[src/hbfd_pkg.sv]
// Shared types, constants and helpers for the heartbeat failure detector.
package hbfd_pkg;

  // Sizing
  localparam int MAX_NODES  = 32;
  localparam int TIME_WIDTH = 32;
  localparam int IDX_W      = (MAX_NODES > 1) ? $clog2(MAX_NODES) : 1;
  localparam int THR_W      = 32;
  localparam int CMP_W      = (TIME_WIDTH > THR_W) ? TIME_WIDTH : THR_W;
  localparam int CNT_W      = 6;
  localparam int NODE_W     = 5;
  localparam int CFG_W      = 32;
  localparam int CFG_IDX_W  = 2;

  // Liveness codes
  typedef logic [1:0] live_t;
  localparam live_t LV_ALIVE   = 2'd0;
  localparam live_t LV_SUSPECT = 2'd1;
  localparam live_t LV_DEAD    = 2'd2;
  localparam live_t LV_ABSENT  = 2'd3;

  // Function codes of an input beat
  typedef logic [1:0] func_t;
  localparam func_t FUNC_TICK    = 2'd0;
  localparam func_t FUNC_BEAT    = 2'd1;
  localparam func_t FUNC_RECLASS = 2'd2;

  // Configuration register indexes
  typedef logic [CFG_IDX_W-1:0] cfg_idx_t;
  localparam cfg_idx_t CFG_SUSPECT = 2'd0;
  localparam cfg_idx_t CFG_DEAD    = 2'd1;
  localparam cfg_idx_t CFG_QUORUM  = 2'd2;
  localparam cfg_idx_t CFG_NODES   = 2'd3;

  // One entry of the node state memory
  typedef struct packed {
    logic  heard;
    live_t live;
  } node_ent_t;

  localparam int ENT_W = $bits(node_ent_t);

  typedef enum logic [1:0] {
    S_IDLE,
    S_READ,
    S_RESP,
    S_WALK
  } hbfd_state_e;

  // Memory index of a small node number
  function automatic logic [IDX_W-1:0] idx_of(input logic [CNT_W-1:0] v);
    logic [IDX_W+CNT_W-1:0] ext;
    ext = (IDX_W+CNT_W)'(v);
    return ext[IDX_W-1:0];
  endfunction

  // Number of nodes in use, clamped to the table size
  function automatic logic [CNT_W-1:0] active_nodes(input logic [CNT_W-1:0] num);
    if (int'(num) > MAX_NODES) return CNT_W'(MAX_NODES);
    return num;
  endfunction

endpackage

[src/hbfd_ram.sv]
// Generic single-port-write, single-port-read RAM with registered read data.
module hbfd_ram #(
  parameter int WIDTH = 8,
  parameter int DEPTH = 32,
  parameter int AW    = (DEPTH > 1) ? $clog2(DEPTH) : 1
) (
  input  logic             clk_i,
  input  logic             we_i,
  input  logic [AW-1:0]    waddr_i,
  input  logic [WIDTH-1:0] wdata_i,
  input  logic             re_i,
  input  logic [AW-1:0]    raddr_i,
  output logic [WIDTH-1:0] rdata_o
);

  logic [WIDTH-1:0] mem_q [DEPTH];
  logic [WIDTH-1:0] rdata_q;

  always_ff @(posedge clk_i) begin
    if (we_i) begin
      mem_q[waddr_i] <= wdata_i;
    end
    if (re_i) begin
      rdata_q <= mem_q[raddr_i];
    end
  end

  assign rdata_o = rdata_q;

endmodule

[src/hbfd_classify.sv]
// Two-stage classifier: registered elapsed time, then threshold compares.
module hbfd_classify import hbfd_pkg::*; (
  input  logic                  clk_i,
  input  logic                  en_i,
  input  logic [TIME_WIDTH-1:0] time_i,
  input  logic [TIME_WIDTH-1:0] stamp_i,
  input  logic                  heard_i,
  input  logic [THR_W-1:0]      suspect_i,
  input  logic [THR_W-1:0]      dead_i,
  output logic                  heard_o,
  output live_t                 live_o
);

  logic [TIME_WIDTH-1:0] elapsed_q, elapsed_d;
  logic                  heard_q;
  logic [CMP_W-1:0]      elapsed_x;

  // Elapsed ticks wrap with the time counter
  assign elapsed_d = time_i - stamp_i;

  always_ff @(posedge clk_i) begin
    if (en_i) begin
      elapsed_q <= elapsed_d;
      heard_q   <= heard_i;
    end
  end

  assign elapsed_x = CMP_W'(elapsed_q);

  // Never-heard nodes count as dead
  always_comb begin
    if (!heard_q) begin
      live_o = LV_DEAD;
    end else if (elapsed_x >= CMP_W'(dead_i)) begin
      live_o = LV_DEAD;
    end else if (elapsed_x >= CMP_W'(suspect_i)) begin
      live_o = LV_SUSPECT;
    end else begin
      live_o = LV_ALIVE;
    end
  end

  assign heard_o = heard_q;

endmodule

[src/heartbeat_failure_detector.sv]
// Heartbeat failure detector top level: node tables in RAM, walker and control.
//
//   channel  | handshake               | payload
//   ---------+-------------------------+------------------------------------------
//   in       | in_valid_i / in_stall_o | func_i, node_i
//   out      | out_valid_o/ out_stall_i| node_state_o, alive_count_o, quorum_healthy_o
//   cfg      | cfg_we_i                | cfg_idx_i, cfg_wdata_i
//
// Tick, heartbeat and unused codes go through one read of the node state RAM and a
// response state. Reclassify reads each node entry in use through a three-stage
// read/classify/write-back walk, then reads the node state RAM and responds.
// Reset clears time, counts and per-entry valid bits at once; no clearing pass.
// A stalled output holds its beat; the block takes its next item up to the response state and waits.
module heartbeat_failure_detector import hbfd_pkg::*; (
  input  logic                  clk_i,
  input  logic                  rst_ni,
  input  logic                  in_valid_i,
  output logic                  in_stall_o,
  input  logic [1:0]            func_i,
  input  logic [NODE_W-1:0]     node_i,
  output logic                  out_valid_o,
  input  logic                  out_stall_i,
  output logic [1:0]            node_state_o,
  output logic [CNT_W-1:0]      alive_count_o,
  output logic                  quorum_healthy_o,
  input  logic                  cfg_we_i,
  input  logic [CFG_IDX_W-1:0]  cfg_idx_i,
  input  logic [CFG_W-1:0]      cfg_wdata_i
);

  hbfd_state_e state_q, state_d;

  logic [THR_W-1:0]      suspect_q, dead_q;
  logic [CNT_W-1:0]      quorum_q, num_nodes_q, active;
  logic [TIME_WIDTH-1:0] time_q;
  func_t                 func_q;
  logic [NODE_W-1:0]     node_q;
  logic [MAX_NODES-1:0]  valid_q;
  logic                  rv_q;
  logic [CNT_W-1:0]      cnt_q, acc_q, alive_q;
  logic                  p1_q, p2_q;
  logic [IDX_W-1:0]      idx1_q, idx2_q;
  logic                  out_valid_q, quorum_ok_q;
  live_t                 out_state_q;
  logic [CNT_W-1:0]      out_alive_q;

  logic                  in_fire, resp_fire, issue, walk_done, present;
  logic                  rd_en, st_we, lh_we;
  logic [IDX_W-1:0]      raddr, st_waddr, node_idx;
  node_ent_t             st_wdata, st_rdata, cur;
  logic [TIME_WIDTH-1:0] lh_rdata;
  logic                  cls_heard;
  live_t                 cls_live;

  assign active    = active_nodes(num_nodes_q);
  assign node_idx  = idx_of(CNT_W'(node_q));
  assign present   = CNT_W'(node_q) < active;
  assign in_fire   = in_valid_i && !in_stall_o;
  assign resp_fire = (state_q == S_RESP) && (!out_valid_q || !out_stall_i);
  assign issue     = (state_q == S_WALK) && (cnt_q < active);
  assign walk_done = (state_q == S_WALK) && !issue && !p1_q && !p2_q;

  // Entry that was never written reads as not heard, dead
  assign cur = rv_q ? st_rdata : node_ent_t'{heard: 1'b0, live: LV_DEAD};

  // Next state and memory controls
  always_comb begin
    state_d    = state_q;
    in_stall_o = 1'b1;
    rd_en      = 1'b0;
    raddr      = node_idx;
    st_we      = 1'b0;
    lh_we      = 1'b0;
    st_waddr   = node_idx;
    st_wdata   = '{heard: 1'b1, live: cur.live};
    case (state_q)
      S_IDLE: begin
        in_stall_o = 1'b0;
        if (in_valid_i) begin
          state_d = (func_i == FUNC_RECLASS) ? S_WALK : S_READ;
        end
      end
      S_READ: begin
        rd_en   = 1'b1;
        state_d = S_RESP;
      end
      S_RESP: begin
        if (resp_fire) begin
          state_d = S_IDLE;
          if (func_q == FUNC_BEAT && present) begin
            st_we = 1'b1;
            lh_we = 1'b1;
          end
        end
      end
      S_WALK: begin
        rd_en    = issue;
        raddr    = idx_of(cnt_q);
        st_we    = p2_q;
        st_waddr = idx2_q;
        st_wdata = '{heard: cls_heard, live: cls_live};
        if (walk_done) begin
          state_d = S_READ;
        end
      end
      default: begin
        state_d = S_IDLE;
      end
    endcase
  end

  always_ff @(posedge clk_i or negedge rst_ni) begin
    if (!rst_ni) begin
      state_q <= S_IDLE;
    end else begin
      state_q <= state_d;
    end
  end

  // Configuration registers
  always_ff @(posedge clk_i or negedge rst_ni) begin
    if (!rst_ni) begin
      suspect_q   <= THR_W'(3);
      dead_q      <= THR_W'(10);
      quorum_q    <= CNT_W'(1);
      num_nodes_q <= '0;
    end else if (cfg_we_i) begin
      case (cfg_idx_i)
        CFG_SUSPECT: suspect_q   <= cfg_wdata_i[THR_W-1:0];
        CFG_DEAD:    dead_q      <= cfg_wdata_i[THR_W-1:0];
        CFG_QUORUM:  quorum_q    <= cfg_wdata_i[CNT_W-1:0];
        CFG_NODES:   num_nodes_q <= cfg_wdata_i[CNT_W-1:0];
        default: ;
      endcase
    end
  end

  // Item capture
  always_ff @(posedge clk_i) begin
    if (in_fire) begin
      func_q <= func_i;
      node_q <= node_i;
    end
  end

  // Time, valid bits, walk pipeline and alive count
  always_ff @(posedge clk_i or negedge rst_ni) begin
    if (!rst_ni) begin
      time_q  <= '0;
      valid_q <= '0;
      rv_q    <= 1'b0;
      cnt_q   <= '0;
      acc_q   <= '0;
      alive_q <= '0;
      p1_q    <= 1'b0;
      p2_q    <= 1'b0;
    end else begin
      if (resp_fire && func_q == FUNC_TICK) begin
        time_q <= time_q + TIME_WIDTH'(1);
      end
      if (st_we) begin
        valid_q[st_waddr] <= 1'b1;
      end
      if (rd_en) begin
        rv_q <= valid_q[raddr];
      end
      if (in_fire) begin
        cnt_q <= '0;
        acc_q <= '0;
      end else if (issue) begin
        cnt_q <= cnt_q + CNT_W'(1);
      end
      if (p2_q && cls_live == LV_ALIVE && acc_q != '1) begin
        acc_q <= acc_q + CNT_W'(1);
      end
      if (walk_done) begin
        alive_q <= acc_q;
      end
      p1_q <= issue;
      p2_q <= p1_q;
    end
  end

  always_ff @(posedge clk_i) begin
    idx1_q <= raddr;
    idx2_q <= idx1_q;
  end

  // Output register
  always_ff @(posedge clk_i or negedge rst_ni) begin
    if (!rst_ni) begin
      out_valid_q <= 1'b0;
    end else if (resp_fire) begin
      out_valid_q <= 1'b1;
    end else if (!out_stall_i) begin
      out_valid_q <= 1'b0;
    end
  end

  always_ff @(posedge clk_i) begin
    if (resp_fire) begin
      out_state_q <= present ? cur.live : LV_ABSENT;
      out_alive_q <= alive_q;
      quorum_ok_q <= ({1'b0, alive_q} + 7'd1) >= {1'b0, quorum_q};
    end
  end

  assign out_valid_o      = out_valid_q;
  assign node_state_o     = out_state_q;
  assign alive_count_o    = out_alive_q;
  assign quorum_healthy_o = quorum_ok_q;

  // Node state table: heard flag and liveness
  hbfd_ram #(.WIDTH(ENT_W), .DEPTH(MAX_NODES)) u_state_ram (
    .clk_i   (clk_i),
    .we_i    (st_we),
    .waddr_i (st_waddr),
    .wdata_i (st_wdata),
    .re_i    (rd_en),
    .raddr_i (raddr),
    .rdata_o (st_rdata)
  );

  // Last heartbeat time table
  hbfd_ram #(.WIDTH(TIME_WIDTH), .DEPTH(MAX_NODES)) u_stamp_ram (
    .clk_i   (clk_i),
    .we_i    (lh_we),
    .waddr_i (node_idx),
    .wdata_i (time_q),
    .re_i    (rd_en),
    .raddr_i (raddr),
    .rdata_o (lh_rdata)
  );

  hbfd_classify u_classify (
    .clk_i     (clk_i),
    .en_i      (p1_q),
    .time_i    (time_q),
    .stamp_i   (lh_rdata),
    .heard_i   (rv_q && st_rdata.heard),
    .suspect_i (suspect_q),
    .dead_i    (dead_q),
    .heard_o   (cls_heard),
    .live_o    (cls_live)
  );

endmodule

[config.mk]
export PLATFORM = sky130hd
export DESIGN_NAME = heartbeat_failure_detector
export DESIGN_NICKNAME = d
export VERILOG_FILES = /design/src/hbfd_pkg.sv /design/src/hbfd_ram.sv /design/src/hbfd_classify.sv /design/src/heartbeat_failure_detector.sv
export SDC_FILE = /design/constraint.sdc
export NUM_CORES = 2
export LEC_CHECK = 0
export BUFFER_PORTS_ARGS = -buffer_cell sky130_fd_sc_hd__buf_2
export CAP_MARGIN = 20
export CORE_MARGIN = 4
export CORE_UTILIZATION = 45
export DETAILED_ROUTE_END_ITERATION = 10
export HOLD_SLACK_MARGIN = 0.05
export MAX_ROUTING_LAYER = met4
export SYNTH_ARGS = -nofsm -noshare
export SYNTH_HDL_FRONTEND = slang
export SYNTH_SLANG_ARGS = --single-unit
[constraint.sdc]
create_clock -name clk_i -period 4.47 [get_ports clk_i]
set_clock_uncertainty 0.05 [all_clocks]
set_input_delay 0.2235 -clock clk_i [delete_from_list [all_inputs] [get_ports clk_i]]
set_output_delay 0.2235 -clock clk_i [all_outputs]
set_load 0.01 [all_outputs]
==> reports/results.ini <==
[synth]
avgSynthCellArea_um2 = 12.4
synth-seq-area-share_pct = 70.2
syn_nets = 4808
synth-edff-count = 1204
synthXorXnorAreaFrac_pct = 1.00
synthArstFlopShare_pct = 11.9
synth_area_leaders = edfxtp_1 63%, nand2_1 8.1%, dfrtp_1 6.9%, nand3_1 5.3%, a311oi_1 2.7%
syn_area_mm2 = 0.0577
synth_top_area_share_pct = 62.7
synthSimpleGateAreaFrac_pct = 16.0
ys_ff_latch = 1378
yosys_warnings = 0
synth_mux_area_share_pct = 1.12
synth_top_family_by_area = simple AND/OR/NAND/NOR gates
yosys.area.top_type = edfxtp_1
synthAdderAreaFrac_pct = 2.60
synth_ff_type = edfxtp_1
ys_types = 64
synth-compound-area-share_pct = 6.49
synth_cells = 4643

[cells_and_area]
antenna_cells = 0
final_cell_mix = 1241 x nand2_1, 1204 x edfxtp_1, 607 x nand3_1, 180 x a311oi_1, 159 x dfrtp_1
multi_input_area_mm2 = 0.0160
final_nets = 4974
n_fill_cell = 10700
drive_gt1_share_pct = 11.3
syn2layout_area_growth_pct = 14.8
seqCellArea_mm2 = 0.0405
layout_commonest_cell = nand2_1

[place]
dp_hpwl_um = 88500
gp_congestion = 0.842
io_buffers = 56
pre_cts_ws_ns = 0.739

[clocking]
cts_tree = built
clk_path_buf_depth = 3
root_buffer = clkbuf_16
clkTransAtPathRegs_ns = 0.07
clock-sinks = 1378
cts_resized = 0
cts-htree-levels = 4
cts_inserted_buffers = 145
clk_latency_ns = 0.77

[power]
pwr-share-comb_pct = 29.0
p_int_w = 0.0253
leakage_nw = 24.1
p_total_w = 0.0381
switchingPower_w = 0.0128
ir_drop_v = 0.000469
power_switching_share_pct = 33.5
p_per_area_mw_per_mm2 = 576
power.share.clock_pct = 30.0
p_seq_share_pct = 41.1

[floorplanning]
floorplan.initialDensity_pct = 45.3
fp.coreArea_mm2 = 0.127
die_w_um = 366
ios = 57
rows = 131
die_h_um = 366
die-area_mm2 = 0.134

[sta]
worst_pin_slew_ns = 1.00
clock.fmax_mhz = 261
rsz0062_at_grt = no
hold_viol = 0
relSlewSlack_pct = 32.6
slew_viol_final = 0
setup_tns_ns = 0
setup_violations = 0
period_share_pct = 85.8
setup_ws_ns = 0.634
fin_crit_ns = 3.84

[setup_path]
critPathKind = reg -> reg
r2r-start = state_q[0]
start_kind = flip-flop
ff2ff_setup_slack_ns = 0.63
crit_chain = ha_1, mux2i_4, buf_12, buf_4, nand2_1, nand3_1, nand3_1, a311oi_1, a21o_1
critPathMaxFanout = 105
cp_data_required_time_ns = 5.03
cp-end-kind = flip-flop
arrival_ns = 4.40
r2r-end = u_stamp_ram.rdata_o[29]
ff2ff_path_depth = 9
crit_top_cell = nand3_1
crit_slowest_cell = a311oi_1
startpoint = state_q[0]
max_stage_delay_ns = 0.73

[global_route]
grt_max_degree = 111
grt_use_total_pct = 23.0
antenna_found_initial = 5
gr-total-overflow = 0
grt_pass1_wl_um = 230000
grt_pass1_vias = 36300

[hold_path]
hold_end = suspect_q[19]
hold_path_class = in -> reg
whs_path_depth = 4
holdCritStartpoint = cfg_wdata_i[19]

[job]
drv_cap = 0

[drt]
drtIter0Drc = 3931
drt_pre_antenna_iters = 5
wirelength_um = 152000
wl_per_cell_um = 23.1
via_count = 37500
avgViaCountPerCell = 5.69
drtAntennaViolNets = 0
drc = 0

[outcome]
run_status = finished, final reports clean

stage by stage:
step	cells	hold slack, ns	cell area (um2)	util [%]
after detailed placement	6276	0.265	61200	48.1
after floorplan	4643	-0.122	57700	-
after global routing	6589	0.159	66200	52.0
after global placement	6276	0.262	61200	48.1
after CTS	6588	0.103	66200	52.0
final	6589	0.163	66200	52.0
logic make-up (layout without fill, tap and decap cells):
| family | after synthesis | count (layout) |
|---|---|---|
| AO/OA/AOI/OAI | 497 | 497 |
| XOR/XNOR | 66 | 66 |
| adder cells (fa/ha/maj) | 119 | 119 |
| buffers and inverters | 397 | 681 |
| flip-flops | 1378 | 1378 |
| multiplexers | 58 | 58 |
| AND/OR/NAND/NOR | 2128 | 2128 |
what timing repair did:
| item | 4_1_cts | 5_1_grt |
|---|---|---|
| hold buffers | 47 | 0 |
| endpoints found under the hold margin | 181 | 0 |
| buffers inserted | 0 | 0 |
critical path: cells and delay by family, from the launching register on:
| family | cells | cell delay, ns |
|---|---|---|
| compound gates | 2 | 0.89 |
| fa+ha+maj | 1 | 0.31 |
| buf+inv | 2 | 0.93 |
| flops | 1 | 0.38 |
| mux | 1 | 0.59 |
| simple gates | 3 | 0.30 |
flip-flops by register name (all words and copies together) (netlist names), 2 cells and up:
| name | count |
|---|---|
| acc_q | 6 |
| time_q | 32 |
| u_stamp_ram.mem_q | 1024 |
| u_state_ram.rdata_o | 3 |
| state_q | 2 |
| dead_q | 32 |
| node_state_o | 2 |
| alive_q | 6 |
| u_stamp_ram.rdata_o | 32 |
| alive_count_o | 6 |
| num_nodes_q | 6 |
| valid_q | 32 |
| idx1_q | 5 |
| node_idx | 5 |
| suspect_q | 32 |
| cnt_q | 6 |
| quorum_q | 6 |
| idx2_q | 5 |
| u_state_ram.mem_q | 96 |
| u_classify.elapsed_q | 32 |
| func_q | 2 |
area by class of cell:
class / instances / share of cell area, %
clock buffers: 187 / 5.95
flip-flops and latches: 1378 / 61.1
clock inverters: 78 / 0.835
repair buffers: 287 / 4.06
well taps: 1662 / 3.14
inverters: 129 / 0.758
multi-input cells: 2868 / 24.1
power by group through the flow:
stage | Combinational (W) | Clock (W) | Sequential [W]
after floorplan | 0.00655 | 0 | 0.0157
after global placement | 0.0109 | 0 | 0.0159
after detailed placement | 0.0110 | 0 | 0.0159
after CTS | 0.0111 | 0.0116 | 0.0156
after global routing | 0.0122 | 0.0122 | 0.0157
final | 0.0110 | 0.0114 | 0.0157
cells in the mapped netlist (19+ instances only):
cell type / instances
dfrtp_1: 159
a311oi_1: 180
a21o_1: 79
nor2_1: 106
inv_1: 124
nand2_1: 1241
o21bai_1: 32
xnor2_1: 46
ha_1: 118
nand3_1: 607
xor2_1: 20
a21oi_1: 48
o21ai_0: 61
a31oi_1: 39
edfxtp_1: 1204
and3_1: 86
mux2_2: 51
clkbuf_1: 241
nand4_1: 19
worst max-delay path by stage:
stage                               end  cells past startpoint
3_5_place_dp    u_stamp_ram.rdata_o[19]                     11
3_3_place_gp    u_stamp_ram.rdata_o[19]                     11
6_report        u_stamp_ram.rdata_o[29]                      9
4_1_cts         u_stamp_ram.rdata_o[23]                     11
2_1_floorplan  u_stamp_ram.mem_q[14][0]                     12
5_1_grt         u_stamp_ram.rdata_o[27]                     11
per-layer routing:
metal  up-vias  wire, um  global-route usage, %  share of wire [%]
li1      17200         -                      -                  -
met1     18600     65900                   31.5                 43
met2      1425     69900                   35.0                 46
met3       245     12700                   5.14                8.3
met4         0      3510                   6.07                2.3
met5         -         0                      -                  0
Note: power is estimated with default switching activity, not from simulation.
